File: src/taysin_pkg.sv
`default_nettype none
// ----------------------------------------------------------------------------
// taysin_pkg
// Shared widths, constants, reciprocal table and stage types of the
// series sine pipeline.
// ----------------------------------------------------------------------------
package taysin_pkg;

	// Number of series terms (first term plus the refined ones)
	localparam int TERM_COUNT = 10;
	localparam int TERM_MAX   = 10;

	// Field widths
	localparam int ANGLE_W = 16;
	localparam int SINE_W  = 16;

	// Internal widths: |x| is Q12 below 2^15, x^2 is Q24, terms and sum are Q24
	localparam int X_W    = 15;
	localparam int X2_W   = 2 * X_W;
	localparam int FRAC_W = 12;
	localparam int T_W    = 32;
	localparam int S_W    = 34;
	localparam int PROD_W = T_W + X2_W;
	localparam int P_SH   = 24;
	localparam int P_W    = PROD_W - P_SH;
	localparam int PL_W   = 19;
	localparam int PH_W   = P_W - PL_W;
	localparam int R_W    = 30;
	localparam int PPL_W  = PL_W + R_W;
	localparam int PPH_W  = PH_W + R_W;
	localparam int ACC_W  = P_W + R_W + 1;
	localparam int R_SH   = 32;
	localparam int Q_SH   = 10;
	localparam int MAG_W  = S_W - Q_SH + 1;

	// Range limit of |angle| (6.4 rad in Q12)
	localparam logic [ANGLE_W-1:0] ANGLE_LIMIT = 16'd26214;

	// Saturation bounds of the result magnitude
	localparam logic [MAG_W-1:0] SINE_POS_MAX = MAG_W'(32767);
	localparam logic [MAG_W-1:0] SINE_NEG_MAX = MAG_W'(32768);

	// Rounding offsets
	localparam logic [PROD_W-1:0] P_HALF   = PROD_W'(64'd1 << (P_SH - 1));
	localparam logic [ACC_W-1:0]  R_HALF   = ACC_W'(64'd1 << (R_SH - 1));
	localparam logic [S_W-1:0]    MAG_HALF = S_W'(64'd1 << (Q_SH - 1));

	// Rounded 2^32 / ((2i+2)(2i+3)) for i = 0 .. 8
	localparam logic [R_W-1:0] RECIP [0:TERM_MAX-2] = '{
		30'd715827883,
		30'd214748365,
		30'd102261126,
		30'd59652324,
		30'd39045157,
		30'd27531842,
		30'd20452225,
		30'd15790321,
		30'd12558384
	};

	// Control that travels with every item
	typedef struct packed {
		logic valid;
		logic xneg;
		logic oor;
	} ctl_t;

	// Arithmetic state between term stages
	typedef struct packed {
		logic [X2_W-1:0]       x2;
		logic [T_W-1:0]        term;
		logic signed [S_W-1:0] sum;
	} dat_t;

endpackage
`default_nettype wire

File: src/taysin_term.sv
`default_nettype none
// ----------------------------------------------------------------------------
// taysin_term
// One series term in three stages: multiply by x^2, multiply by the
// reciprocal of (2i+2)(2i+3) in two halves, then merge and accumulate.
// ----------------------------------------------------------------------------
module taysin_term #(
	parameter int TERM_IDX = 1
) (
	input  wire logic              clk,
	input  wire logic              arst_n,
	input  wire logic              en,
	input  wire taysin_pkg::ctl_t  ctl_in,
	input  wire taysin_pkg::dat_t  dat_in,
	output taysin_pkg::ctl_t       ctl_out,
	output taysin_pkg::dat_t       dat_out
);

	localparam logic [taysin_pkg::R_W-1:0] RCP = taysin_pkg::RECIP[TERM_IDX-1];
	localparam bit SUB = (TERM_IDX % 2) == 1;

	taysin_pkg::ctl_t ctl_s1, ctl_s2, ctl_s3;

	logic [taysin_pkg::PROD_W-1:0]  prod_s1;
	logic [taysin_pkg::X2_W-1:0]    x2_s1, x2_s2;
	logic signed [taysin_pkg::S_W-1:0] sum_s1, sum_s2;
	logic [taysin_pkg::PPH_W-1:0]   pph_s2;
	logic [taysin_pkg::PPL_W-1:0]   ppl_s2;
	taysin_pkg::dat_t               dat_s3;

	logic [taysin_pkg::PROD_W-1:0]  prod_rnd;
	logic [taysin_pkg::P_W-1:0]     p_val;
	logic [taysin_pkg::ACC_W-1:0]   acc;
	logic [taysin_pkg::T_W-1:0]     term_next;
	logic signed [taysin_pkg::S_W-1:0] term_ext;

	// Round the x^2 product back to Q24
	always_comb begin
		prod_rnd = prod_s1 + taysin_pkg::P_HALF;
		p_val    = prod_rnd[taysin_pkg::PROD_W-1:taysin_pkg::P_SH];
	end

	// Merge the halves, round to Q24 and widen for the sum
	always_comb begin
		acc = {1'b0, pph_s2, {taysin_pkg::PL_W{1'b0}}}
			+ {{(taysin_pkg::ACC_W-taysin_pkg::PPL_W){1'b0}}, ppl_s2}
			+ taysin_pkg::R_HALF;
		term_next = acc[taysin_pkg::R_SH+taysin_pkg::T_W-1:taysin_pkg::R_SH];
		term_ext  = {{(taysin_pkg::S_W-taysin_pkg::T_W){1'b0}}, term_next};
	end

	// Advance control bits
	always_ff @(posedge clk or negedge arst_n) begin
		if (!arst_n) begin
			ctl_s1 <= '0;
			ctl_s2 <= '0;
			ctl_s3 <= '0;
		end else if (en) begin
			ctl_s1 <= ctl_in;
			ctl_s2 <= ctl_s1;
			ctl_s3 <= ctl_s2;
		end
	end

	// Advance arithmetic
	always_ff @(posedge clk) begin
		if (en) begin
			prod_s1 <= dat_in.term * dat_in.x2;
			x2_s1   <= dat_in.x2;
			sum_s1  <= dat_in.sum;

			pph_s2  <= p_val[taysin_pkg::P_W-1:taysin_pkg::PL_W] * RCP;
			ppl_s2  <= p_val[taysin_pkg::PL_W-1:0] * RCP;
			x2_s2   <= x2_s1;
			sum_s2  <= sum_s1;

			dat_s3.x2   <= x2_s2;
			dat_s3.term <= term_next;
			dat_s3.sum  <= SUB ? (sum_s2 - term_ext) : (sum_s2 + term_ext);
		end
	end

	assign ctl_out = ctl_s3;
	assign dat_out = dat_s3;

endmodule
`default_nettype wire

File: config.mk
export PLATFORM = sky130hd
export DESIGN_NAME = taysin_term
export DESIGN_NICKNAME = d
export VERILOG_FILES = /design/src/taysin_pkg.sv /design/src/taysin_term.sv
export SDC_FILE = /design/constraint.sdc
export NUM_CORES = 2
export LEC_CHECK = 0
export ABC_AREA = 1
export BUFFER_PORTS_ARGS = -buffer_cell sky130_fd_sc_hd__clkbuf_2
export CAP_MARGIN = 10
export CORE_MARGIN = 1.5
export CORE_UTILIZATION = 60
export CTS_CLUSTER_DIAMETER = 80
export DETAILED_ROUTE_END_ITERATION = 12
export PLACE_DENSITY = 0.77
export RECOVER_POWER = 100
export SETUP_SLACK_MARGIN = 0.1
export SYNTH_ARGS = -nofsm -noshare
export SYNTH_HDL_FRONTEND = slang
export SYNTH_SLANG_ARGS = --single-unit
File: constraint.sdc
create_clock -name clk -period 8.5 [get_ports clk]
set_input_delay 0.85 -clock clk [delete_from_list [all_inputs] [get_ports clk]]
set_output_delay 0.85 -clock clk [all_outputs]
set_load 0.01 [all_outputs]
==> results_dict.tcl <==
set metrics [dict create \
    wl_per_cell_um 19.7 \
    yosys.area.top_type "fa_1" \
    viasPerCell 5.38 \
    fill_cells 9217 \
    cp-start-kind "input pin" \
    r2r_setup_slack_ps 640 \
    drv_cap 14 \
    netlist_area_um2 64100 \
    cts_buffer_depth 3 \
    yosysMostFrequentCell "inv_1" \
    reg2reg_from "prod_s1[24]$_DFFE_PP_" \
    drt_iter0_markers 3955 \
    postCtsSetupBuffers 0 \
    die_w_um 330 \
    synth_common_cells "2353 x inv_1, 2083 x nand2_1, 1056 x fa_1" \
    grt_util_all_layers_pct 36.3 \
    fp.dieArea_um2 109000 \
    synth_seq_cells 347 \
    reg2regPathDepth 30 \
    gp_congestion 1.02 \
    synth_cells 8079 \
    finish.net_count 9977 \
    slew-limit-headroom_pct -285 \
    cp_max_fo 24 \
    fin_crit_ps 8230 \
    synth-edff-count 338 \
    ioPinCount 201 \
    tightest_slew_ps 5780 \
    ys_warn_count 0 \
    postCtsHoldBufs 0 \
    startpoint "dat_in[83]" \
    setup_tns_ps 0 \
    drt-pass1-iter-count 5 \
    drc 0 \
    status "finished, violations left" \
    core_um2 106000 \
    synth_cell_type_count 44 \
    clk_pin_slew_ps 60 \
    synth_area_leaders "fa_1 33%, edfxtp_1 16%, inv_1 14%" \
    syn2layout_area_growth_pct 6.18 \
    synth-main-ff-cell "edfxtp_1" \
    cts_resized 0 \
    rows 119 \
    syn_nets 9834 \
    num_vias 51896 \
    clk_latency_ps 640 \
    hp-class "in -> async" \
    path_class "in -> reg" \
    reg2reg_to "pph_s2[32]$_DFFE_PP_" \
    ys_seq_area_share_pct 16.2 \
    ant_nets 0 \
    grt_pass1_vias 54449 \
    hold_viol 0 \
    synth_top_area_share_pct 33.0 \
    start_util_pct 60.7 \
    max_freq_ghz 0.122 \
    cts_made_buffers 44 \
    wl_um 190000 \
    grt-ovfl-total 0 \
    worstPathRequired_ps 8880 \
    arrival_ps 8600 \
    drive_gt1_share_pct 3.20 \
    violations "max-capacitance violations, max-slew violations" \
    cts_root_buf "clkbuf_16" \
    place_hpwl_um 161000 \
    numPortBuffers 200 \
    tritoncts "done" \
    slew_violations 626 \
    antenna_found_initial 4 \
    grt_max_degree 185 \
    async_reset_ff_share_pct 2.59 \
    syn_avg_cell_area_um2 7.93 \
    finalClockSkew_ps 69.5 \
    cts_max_level 2 \
    worst_setup_path_end_kind "register" \
    die_y_um 330 \
    grt_pass1_wl_um 299000 \
    setup_viol 0 \
    period_share_pct 96.8 \
    rsz0062_at_grt "false" \
    clock_sinks 347 \
]
==> registers in the layout (all words and copies together), names as in the netlist, 30 cells and up <==
register and flops:
dat_out 96, pph_s2 45, ppl_s2 30, prod_s1 39
sum_s1 34, sum_s2 34, x2_s1 30, x2_s2 30
==> critical path, cell delays in order <==
cell      delay, ps
clkbuf_1       1220
nand2_1         180
fa_1            450
inv_1           100
fa_1            420
inv_1           110
fa_1            440
fa_1            510
inv_1            50
fa_1            560
fa_1            430
fa_1            490
inv_1            50
fa_1            500
inv_1            60
ha_1            420
nand2_1         150
nor2_1          290
nand2_1         250
nor3_1          200
nand2_1         120
nand2_1         260
xor2_1          450
==> through the flow <==
stage | worst slack, ps | instances | utilization [%] | area, µm² | hold WS [ps]
floorplan | 1680 | 8079 | - | 64100 | 400
global placement | 144 | 9567 | 63.3 | 66800 | 401
detailed placement | 137 | 9567 | 63.3 | 66800 | 405
CTS | 793 | 9646 | 64.7 | 68300 | 4.44
global route | 214 | 9648 | 64.4 | 68000 | 127
finish | 275 | 9649 | 64.4 | 68000 | 113
==> kinds of logic (layout without fill, tap and decap cells) <==
kind of cell,Yosys count,in the layout,synth area share (%)
fa+ha+maj,1653,1653,44.7
compound gates,481,481,4.00
flops,347,347,16.2
simple gates,2907,2907,18.2
xor+xnor,137,137,1.90
mux,3,3,0.0527
buf+inv,2551,2727,15.0
other cells,0,3,0
==> worst max-delay path by stage <==
stage	endpoint	cells after the start
floorplan	prod_s1[55]$_DFFE_PP_	26
global placement	prod_s1[27]$_DFFE_PP_	24
detailed placement	prod_s1[27]$_DFFE_PP_	24
CTS	prod_s1[27]$_DFFE_PP_	24
global route	prod_s1[27]$_DFFE_PP_	25
finish	prod_s1[27]$_DFFE_PP_	23
==> metal layers <==
layer	up-vias	track usage (%)	part of all wire (%)
met5	-	0	0.0058
met4	2	22.2	7.3
met3	643	6.38	7.8
met2	2234	61.1	48
met1	25024	43.4	37
li1	23993	-	-
==> cell usage in the layout (no fill, tap or decap), types with 101 or more instances in the layout <==
cell type  instances
inv_1           2355
nand2_1         2091
fa_1            1056
ha_1             597
nor2_1           440
edfxtp_1         338
a21oi_1          251
nand3_1          198
o21ai_0          163
clkbuf_1         139
xor2_1           101
==> area by class of cell <==
type	instances	area, µm²	share of cell area [%]
inverter	2357	8850	13.0
clock buffer	53	1170	1.71
antenna	3	7.51	0.0110
clock inverter	26	298	0.438
multi-input combinational	5181	44000	64.7
tap	1391	1740	2.56
timing repair buffer	291	1550	2.28
sequential	347	10400	15.3
Power is left out: the tool's default activity adds up to more than one toggle a clock period on the data nets, which glitch-free logic cannot reach.
